==> config.mk <==
export PLATFORM = sky130hd
export DESIGN_NAME = positional_circular_list
export DESIGN_NICKNAME = d
export VERILOG_FILES = /design/src/hdl/pcl_pkg.sv /design/src/hdl/pcl_ram.sv /design/src/hdl/pcl_ctrl.sv /design/src/hdl/positional_circular_list.sv
export SDC_FILE = /design/constraint.sdc
export NUM_CORES = 2
export LEC_CHECK = 0
export BUFFER_PORTS_ARGS = -buffer_cell sky130_fd_sc_hd__buf_2
export CORE_ASPECT_RATIO = 1.2
export CORE_MARGIN = 4
export CORE_UTILIZATION = 63
export CTS_CLUSTER_SIZE = 16
export DETAILED_ROUTE_END_ITERATION = 10
export GPL_ROUTABILITY_DRIVEN = 0
export HOLD_SLACK_MARGIN = 0.05
export PLACE_DENSITY_LB_ADDON = 0.1
export SLEW_MARGIN = 20
export SYNTH_ARGS = -nofsm -noshare
export SYNTH_HDL_FRONTEND = slang
export SYNTH_HIERARCHICAL = 1
export SYNTH_SLANG_ARGS = --single-unit
==> constraint.sdc <==
create_clock -name clk -period 5.6 [get_ports clk]
set_clock_uncertainty 0.2 [all_clocks]
set_input_delay 0 -clock clk [delete_from_list [all_inputs] [get_ports clk]]
set_output_delay 0 -clock clk [all_outputs]
set_load 0.005 [all_outputs]
==> src/hdl/pcl_pkg.sv <==
`default_nettype none

package pcl_pkg;

	localparam int CAPACITY_DEF = 64;
	localparam int DATA_W       = 32;
	localparam int FUNC_W       = 3;
	localparam int POS_W        = 7;
	localparam int TOTAL_W      = 7;
	localparam int STATUS_W     = 2;

	typedef enum logic [FUNC_W-1:0] {
		FN_INS_FRONT = 3'd0,
		FN_INS_BACK  = 3'd1,
		FN_INS_POS   = 3'd2,
		FN_DEL_FRONT = 3'd3,
		FN_DEL_BACK  = 3'd4,
		FN_DEL_POS   = 3'd5,
		FN_READOUT   = 3'd6
	} func_t;

	typedef enum logic [STATUS_W-1:0] {
		ST_OK     = 2'd0,
		ST_BADPOS = 2'd1,
		ST_FULL   = 2'd2,
		ST_EMPTY  = 2'd3
	} status_t;

	typedef enum logic [2:0] {
		S_IDLE,
		S_SHIFT,
		S_PUT,
		S_READ,
		S_RESULT
	} state_t;

	// one result word handed from the sequencer to the output register
	typedef struct packed {
		logic                     load;
		status_t                  status;
		logic [TOTAL_W-1:0]       total;
		logic signed [DATA_W-1:0] element;
		logic                     last;
	} res_t;

endpackage

`default_nettype wire

==> src/hdl/pcl_ram.sv <==
`default_nettype none

module pcl_ram #(
	parameter int WIDTH = 32,
	parameter int DEPTH = 64
) (
	input  logic                     clk,
	input  logic                     we,
	input  logic [$clog2(DEPTH)-1:0] waddr,
	input  logic [WIDTH-1:0]         wdata,
	input  logic                     re,
	input  logic [$clog2(DEPTH)-1:0] raddr,
	output logic [WIDTH-1:0]         rdata
);

	logic [WIDTH-1:0] mem_q [DEPTH];
	logic [WIDTH-1:0] rdata_q;

	always_ff @(posedge clk) begin
		if (we) begin
			mem_q[waddr] <= wdata;
		end
		if (re) begin
			rdata_q <= mem_q[raddr];
		end
	end

	assign rdata = rdata_q;

endmodule

`default_nettype wire

==> src/hdl/pcl_ctrl.sv <==
`default_nettype none

module pcl_ctrl import pcl_pkg::*; #(
	parameter int CAPACITY = CAPACITY_DEF
) (
	input  logic                          clk,
	input  logic                          arst_n,
	input  logic                          in_valid,
	output logic                          in_stall,
	input  logic [FUNC_W-1:0]             func,
	input  logic signed [DATA_W-1:0]      value,
	input  logic [POS_W-1:0]              position,
	input  logic                          out_free,
	output res_t                          res,
	output logic                          ram_we,
	output logic [$clog2(CAPACITY)-1:0]   ram_waddr,
	output logic [DATA_W-1:0]             ram_wdata,
	output logic                          ram_re,
	output logic [$clog2(CAPACITY)-1:0]   ram_raddr,
	input  logic [DATA_W-1:0]             ram_rdata
);

	localparam int OW = $clog2(CAPACITY + 1);
	localparam int AW = $clog2(CAPACITY);
	localparam int CW = ((OW > POS_W) ? OW : POS_W) + 1;

	state_t               state_q, state_d;
	logic [OW-1:0]        occ_q;
	logic [AW-1:0]        idx_q;
	logic [AW-1:0]        c_q;
	logic [AW-1:0]        w_q;
	logic [OW-1:0]        n_q;
	logic                 pend_q;
	logic                 up_q;
	status_t              st_q;
	logic [DATA_W-1:0]    val_q;

	logic                 accept;
	logic [CW-1:0]        occ_w;
	logic [CW-1:0]        pos_w;
	logic                 full;
	logic                 empty;
	state_t               dec_state;
	status_t              dec_status;
	logic [OW-1:0]        dec_idx;
	logic                 dec_up;
	logic                 load;
	logic                 last_e;

	assign accept = in_valid && (state_q == S_IDLE);
	assign occ_w  = CW'(occ_q);
	assign pos_w  = CW'(position);
	assign full   = (occ_w == CW'(CAPACITY));
	assign empty  = (occ_q == '0);
	assign last_e = (n_q == OW'(1));
	assign load   = (state_q == S_READ) && pend_q && out_free;

	// request decode and range checks
	always_comb begin
		dec_state  = S_RESULT;
		dec_status = ST_OK;
		dec_idx    = '0;
		dec_up     = 1'b1;
		case (func)
			FN_INS_FRONT, FN_INS_BACK: begin
				if (full) begin
					dec_status = ST_FULL;
				end else begin
					dec_state = S_SHIFT;
					dec_idx   = (func == FN_INS_FRONT) ? '0 : occ_q;
				end
			end
			FN_INS_POS: begin
				if (position == '0 || pos_w > occ_w + CW'(1)) begin
					dec_status = ST_BADPOS;
				end else if (full) begin
					dec_status = ST_FULL;
				end else begin
					dec_state = S_SHIFT;
					dec_idx   = OW'(pos_w - CW'(1));
				end
			end
			FN_DEL_FRONT, FN_DEL_BACK: begin
				dec_up = 1'b0;
				if (empty) begin
					dec_status = ST_EMPTY;
				end else begin
					dec_state = S_SHIFT;
					dec_idx   = (func == FN_DEL_FRONT) ? '0 : occ_q - OW'(1);
				end
			end
			FN_DEL_POS: begin
				dec_up = 1'b0;
				if (position == '0 || pos_w > occ_w) begin
					dec_status = ST_BADPOS;
				end else begin
					dec_state = S_SHIFT;
					dec_idx   = OW'(pos_w - CW'(1));
				end
			end
			FN_READOUT: begin
				if (empty) begin
					dec_status = ST_EMPTY;
				end else begin
					dec_state = S_READ;
				end
			end
			default: begin
				dec_status = ST_OK;
			end
		endcase
	end

	always_comb begin
		state_d = state_q;
		case (state_q)
			S_IDLE: begin
				if (accept) begin
					state_d = dec_state;
				end
			end
			S_SHIFT: begin
				if (n_q == '0) begin
					state_d = up_q ? S_PUT : S_RESULT;
				end
			end
			S_PUT: begin
				state_d = S_RESULT;
			end
			S_READ: begin
				if (load && last_e) begin
					state_d = S_IDLE;
				end
			end
			S_RESULT: begin
				if (out_free) begin
					state_d = S_IDLE;
				end
			end
			default: begin
				state_d = S_IDLE;
			end
		endcase
	end

	always_comb begin
		in_stall    = (state_q != S_IDLE);
		ram_we      = 1'b0;
		ram_waddr   = w_q;
		ram_wdata   = ram_rdata;
		ram_re      = 1'b0;
		ram_raddr   = c_q;
		res.load    = 1'b0;
		res.status  = st_q;
		res.total   = TOTAL_W'(occ_q);
		res.element = '0;
		res.last    = 1'b1;
		case (state_q)
			S_SHIFT: begin
				// read one slot ahead, write the word read last cycle
				ram_we = pend_q;
				ram_re = (n_q != '0);
			end
			S_PUT: begin
				ram_we    = 1'b1;
				ram_waddr = idx_q;
				ram_wdata = val_q;
			end
			S_READ: begin
				ram_re      = !pend_q || (load && !last_e);
				res.load    = load;
				res.status  = ST_OK;
				res.element = ram_rdata;
				res.last    = last_e;
			end
			S_RESULT: begin
				res.load = out_free;
			end
			default: begin
				ram_we = 1'b0;
			end
		endcase
	end

	always_ff @(posedge clk or negedge arst_n) begin
		if (!arst_n) begin
			state_q <= S_IDLE;
			occ_q   <= '0;
			pend_q  <= 1'b0;
			n_q     <= '0;
		end else begin
			state_q <= state_d;
			case (state_q)
				S_IDLE: begin
					if (accept) begin
						pend_q <= 1'b0;
						if (dec_state == S_READ) begin
							n_q <= occ_q;
						end else if (dec_up) begin
							n_q <= occ_q - dec_idx;
						end else begin
							n_q <= occ_q - dec_idx - OW'(1);
						end
					end
				end
				S_SHIFT: begin
					if (n_q != '0) begin
						n_q    <= n_q - OW'(1);
						pend_q <= 1'b1;
					end else begin
						pend_q <= 1'b0;
						if (!up_q) begin
							occ_q <= occ_q - OW'(1);
						end
					end
				end
				S_PUT: begin
					occ_q <= occ_q + OW'(1);
				end
				S_READ: begin
					if (ram_re) begin
						pend_q <= 1'b1;
					end
					if (load) begin
						n_q <= n_q - OW'(1);
						if (last_e) begin
							pend_q <= 1'b0;
						end
					end
				end
				default: begin
					pend_q <= pend_q;
				end
			endcase
		end
	end

	// address stepping and request payload
	always_ff @(posedge clk) begin
		case (state_q)
			S_IDLE: begin
				if (accept) begin
					st_q  <= dec_status;
					val_q <= value;
					up_q  <= dec_up;
					idx_q <= AW'(dec_idx);
					if (dec_state == S_READ) begin
						c_q <= '0;
					end else if (dec_up) begin
						c_q <= AW'(occ_q - OW'(1));
					end else begin
						c_q <= AW'(dec_idx + OW'(1));
					end
				end
			end
			S_SHIFT: begin
				if (n_q != '0) begin
					w_q <= up_q ? c_q + AW'(1) : c_q - AW'(1);
					c_q <= up_q ? c_q - AW'(1) : c_q + AW'(1);
				end
			end
			S_READ: begin
				if (ram_re) begin
					c_q <= c_q + AW'(1);
				end
			end
			default: begin
				c_q <= c_q;
			end
		endcase
	end

endmodule

`default_nettype wire

==> src/hdl/positional_circular_list.sv <==
// channel  | handshake            | payload
// ---------+----------------------+--------------------------------------------
// in       | in_valid / in_stall  | func, value, position
// out      | out_valid / out_stall| status, entry_total, element, last
//
// insert and delete move every entry behind the position by one slot, through
// the single read/write port pair of the ram. readout: one word per cycle once
// the first read returns, while out_stall is low. rejected or empty requests go
// straight to the result word. in_stall is high until the last word of a request
// is in the output register; out_stall holds that register.
// arst_n clears the entry count and the sequencer; list contents are not cleared.
`default_nettype none

module positional_circular_list import pcl_pkg::*; #(
	parameter int CAPACITY = CAPACITY_DEF
) (
	input  logic                     clk,
	input  logic                     arst_n,
	input  logic                     in_valid,
	output logic                     in_stall,
	input  logic [FUNC_W-1:0]        func,
	input  logic signed [DATA_W-1:0] value,
	input  logic [POS_W-1:0]         position,
	output logic                     out_valid,
	input  logic                     out_stall,
	output logic [STATUS_W-1:0]      status,
	output logic [TOTAL_W-1:0]       entry_total,
	output logic signed [DATA_W-1:0] element,
	output logic                     last
);

	localparam int AW = $clog2(CAPACITY);

	res_t                     res;
	logic                     out_free;
	logic                     ram_we;
	logic [AW-1:0]            ram_waddr;
	logic [DATA_W-1:0]        ram_wdata;
	logic                     ram_re;
	logic [AW-1:0]            ram_raddr;
	logic [DATA_W-1:0]        ram_rdata;

	logic                     out_valid_q;
	status_t                  status_q;
	logic [TOTAL_W-1:0]       total_q;
	logic signed [DATA_W-1:0] element_q;
	logic                     last_q;

	assign out_free = !out_valid_q || !out_stall;

	pcl_ctrl #(
		.CAPACITY(CAPACITY)
	) u_ctrl (
		.clk       (clk),
		.arst_n    (arst_n),
		.in_valid  (in_valid),
		.in_stall  (in_stall),
		.func      (func),
		.value     (value),
		.position  (position),
		.out_free  (out_free),
		.res       (res),
		.ram_we    (ram_we),
		.ram_waddr (ram_waddr),
		.ram_wdata (ram_wdata),
		.ram_re    (ram_re),
		.ram_raddr (ram_raddr),
		.ram_rdata (ram_rdata)
	);

	pcl_ram #(
		.WIDTH(DATA_W),
		.DEPTH(CAPACITY)
	) u_ram (
		.clk   (clk),
		.we    (ram_we),
		.waddr (ram_waddr),
		.wdata (ram_wdata),
		.re    (ram_re),
		.raddr (ram_raddr),
		.rdata (ram_rdata)
	);

	always_ff @(posedge clk or negedge arst_n) begin
		if (!arst_n) begin
			out_valid_q <= 1'b0;
		end else if (res.load) begin
			out_valid_q <= 1'b1;
		end else if (!out_stall) begin
			out_valid_q <= 1'b0;
		end
	end

	always_ff @(posedge clk) begin
		if (res.load) begin
			status_q  <= res.status;
			total_q   <= res.total;
			element_q <= res.element;
			last_q    <= res.last;
		end
	end

	assign out_valid   = out_valid_q;
	assign status      = status_q;
	assign entry_total = total_q;
	assign element     = element_q;
	assign last        = last_q;

endmodule

`default_nettype wire

==> impl_metrics.tcl <==
set metrics [dict create \
    synthArstFlopShare_pct 0.866 \
    finalHoldViolCount 0 \
    cts_made_buffers 201 \
    fin_cells 6345 \
    critPathCaptureType "flip-flop" \
    start_util_pct 63.7 \
    synthFlopType "edfxtp_1" \
    cts_root_buffer "clkbuf_16" \
    yosys.cell_types.count 79 \
    grt_pass1_vias 43300 \
    relSlewSlack_pct 25.1 \
    fillers 7776 \
    worstSetupPathType "reg -> reg" \
    grt_first_pass_wirelength_um 311000 \
    ios 90 \
    netlist_area_sq_um 85600 \
    wl_um 217000 \
    yosys_warnings 6 \
    drt_iter0_drc 5788 \
    tns_ns 0 \
    antenna_found_initial 7 \
    regArea_sq_um 65800 \
    setup.worst_path.start "u_ctrl/occ_q[1]$_DFFE_PN0P_" \
    finalCritPeriodShare_pct 93.4 \
    fp.dieH_um 412 \
    htreeDepth 4 \
    postRouteAntennaNets 0 \
    min_period_ns 5.23 \
    r2r_start "u_ctrl/occ_q[1]$_DFFE_PN0P_" \
    clkSinkCount 2194 \
    synth_top_area_share_pct 76.3 \
    path_clk_slew_ns 0.07 \
    wl_per_cell_um 34.1 \
    synthesis.nets 4109 \
    crit_path_max_incr_delay_ns 0.57 \
    dpl.cell_count 5886 \
    p_leak_nw 31.0 \
    yosys.area.top_type "edfxtp_1" \
    min_path_type "in -> reg" \
    postSynthAreaPerCell_sq_um 21.2 \
    die-area_sq_um 142000 \
    grtUsageTotal_pct 31.4 \
    route.vias.total 43300 \
    yosysMostFrequentCell "edfxtp_1" \
    critical_path.startpoint_type "flip-flop" \
    whs_ns 0.116 \
    p_total_w 0.0530 \
    fmax_ghz 0.191 \
    synth-seq-area-share_pct 76.8 \
    drtPass1Iterations 5 \
    hpwl_um 125000 \
    overflow 0 \
    cp_slowest_cell "dlygate4sd3_1" \
    multi_input_area_sq_um 19300 \
    insertion_delay_ns 0.83 \
    status "finished clean" \
    drcViolationCount 0 \
    io_buffer_count 89 \
    crit_arrival_ns 5.74 \
    ys_ff_latch 2194 \
    synthTopCellsByArea "edfxtp_1, mux4_2, mux2i_1, nand2_1, nor2_1" \
    drive_gt1_share_pct 27.0 \
    worstPathRequired_ns 6.12 \
    rsz0062_at_grt "false" \
    synth-edff-count 2175 \
    cts_buffer_depth 3 \
    area_growth_pct 13.2 \
    max_cap_viol_count 0 \
    syn_inst 4031 \
    synthTopCellsByCount "edfxtp_1, mux4_2, nand2_1" \
    critical_path_peak_fanout 7 \
    core_area_sq_um 134000 \
    holdCritStartpoint "func[0]" \
    tightest_slew_ns 1.12 \
    path_cells "buf_4, inv_1, ha_1, nor2b_2, a2111oi_4, mux2i_1, o31ai_1, dlygate4sd3_1, nor2_1, inv_1, ha_1, fa_1, nor2b_1, o21ai_0, a21boi_0, nor2_1, nor4_1, xnor2_1, xnor2_1, o311ai_1" \
    vias_per_cell 6.83 \
    fin_nets 4469 \
    cts_tree "done" \
    rows 147 \
    irDropWorstVdd_mv 0.439 \
    power.density_nw_per_um2 547 \
    setup_viol 0 \
    grt_max_degree 70 \
    fp.dieW_um 345 \
    drv_slew 0 \
]
## worst max-delay path: cells and delay by family, from the launching register on
kind / cells / cell delay [ns]
XOR/XNOR: 2 / 0.28
AND/OR/NAND/NOR: 5 / 1.16
buffers and inverters: 4 / 1.06
flip-flops: 1 / 0.38
adder cells (fa/ha/maj): 3 / 0.97
AO/OA/AOI/OAI: 5 / 0.88
multiplexers: 1 / 0.18
## timing repair
item | 4_1_cts | 5_1_grt
endpoints found under the setup margin | 0 | 3
endpoints found under the hold margin | 126 | 19
resized for setup | 0 | 6
hold buffers | 89 | 1
setup buffers | 0 | 0
## cells by family after synthesis
kind of cell	synth area share [%]
xor gates and xnor gates	0.389
DFF	76.8
AOI/OAI and AO/OA	2.49
muxes	15.5
and+or+nand+nor	3.01
adders and majority gates	0.476
buffers and inverters	1.34
## routing by layer
layer	track usage, %	vias up	wire length (um)
met5	0	-	13
met4	12.1	2	9080
met3	6.07	424	21000
met2	50.7	2476	108000
met1	43.3	22900	78600
li1	-	17500	-
## placed cells by master (no fill, tap or decap), types with 43 or more instances in the layout
cell type / instances
mux2i_1: 99
edfxtp_1: 2175
nor2_1: 113
clkinv_1: 59
dlygate4sd3_1: 89
clkbuf_16: 205
clkbuf_1: 43
nand2_1: 150
nor2_4: 63
mux4_2: 544
buf_4: 171
o22ai_1: 91
and3_1: 43
a21oi_1: 96
buf_2: 90
## sequential cells by signal, indices dropped and copies added, names as in the netlist
| name | flops |
|---|---|
| element | 32 |
| entry_total | 7 |
| last | 1 |
| out_valid | 1 |
| status | 2 |
| u_ctrl/idx_q | 6 |
| u_ctrl/n_q | 7 |
| u_ctrl/occ_q | 7 |
| u_ctrl/pend_q | 1 |
| u_ctrl/ram_raddr | 6 |
| u_ctrl/st_q | 2 |
| u_ctrl/state_q | 3 |
| u_ctrl/up_q | 1 |
| u_ctrl/val_q | 32 |
| u_ctrl/w_q | 6 |
| u_ram/mem_q | 2048 |
| u_ram/rdata | 32 |
## worst paths after layout
| kind | end | slack [ns] | cells after the start |
|---|---|---|---|
| min | u_ctrl/st_q[1]$_DFFE_PP_ | 0.12 | 3 |
| max in group asynchronous | u_ctrl/occ_q[3]$_DFFE_PN0P_ | 4.69 | 4 |
| max | u_ctrl/n_q[6]$_DFFE_PN0P_ | 0.37 | 20 |
| min reg2reg | out_valid$_DFFE_PN0P_ | 0.30 | 1 |
| min in group asynchronous | u_ctrl/occ_q[5]$_DFFE_PN0P_ | 0.13 | 4 |
| max reg2reg | u_ctrl/n_q[6]$_DFFE_PN0P_ | 0.37 | 20 |
## metrics by stage
step	setup WS [ns]	util (%)	cell area, sq um
final	0.372	72.1	96900
after global routing	0.0551	72.1	96900
after CTS	0.104	72.1	96900
after detailed placement	0.271	66.7	89700
after global placement	0.356	66.7	89700
after floorplan	0.645	-	85600
## report_power, final
group	switching (W)	leakage, nW	internal, W
Clock	0.00586	3.09	0.00736
Combinational	0.0114	8.10	0.00617
Sequential	0.000491	19.8	0.0217
## final cells by class
class / count / area share [%]
Sequential cell: 2194 / 67.9
Clock inverter: 120 / 1.06
Timing Repair Buffer: 376 / 3.24
Multi-Input combinational cell: 1587 / 19.9
Inverter: 31 / 0.120
Antenna cell: 1 / 0.00258
Tap cell: 1788 / 2.31
Clock buffer: 248 / 5.46
No activity file was read; power rests on OpenSTA's default activity.
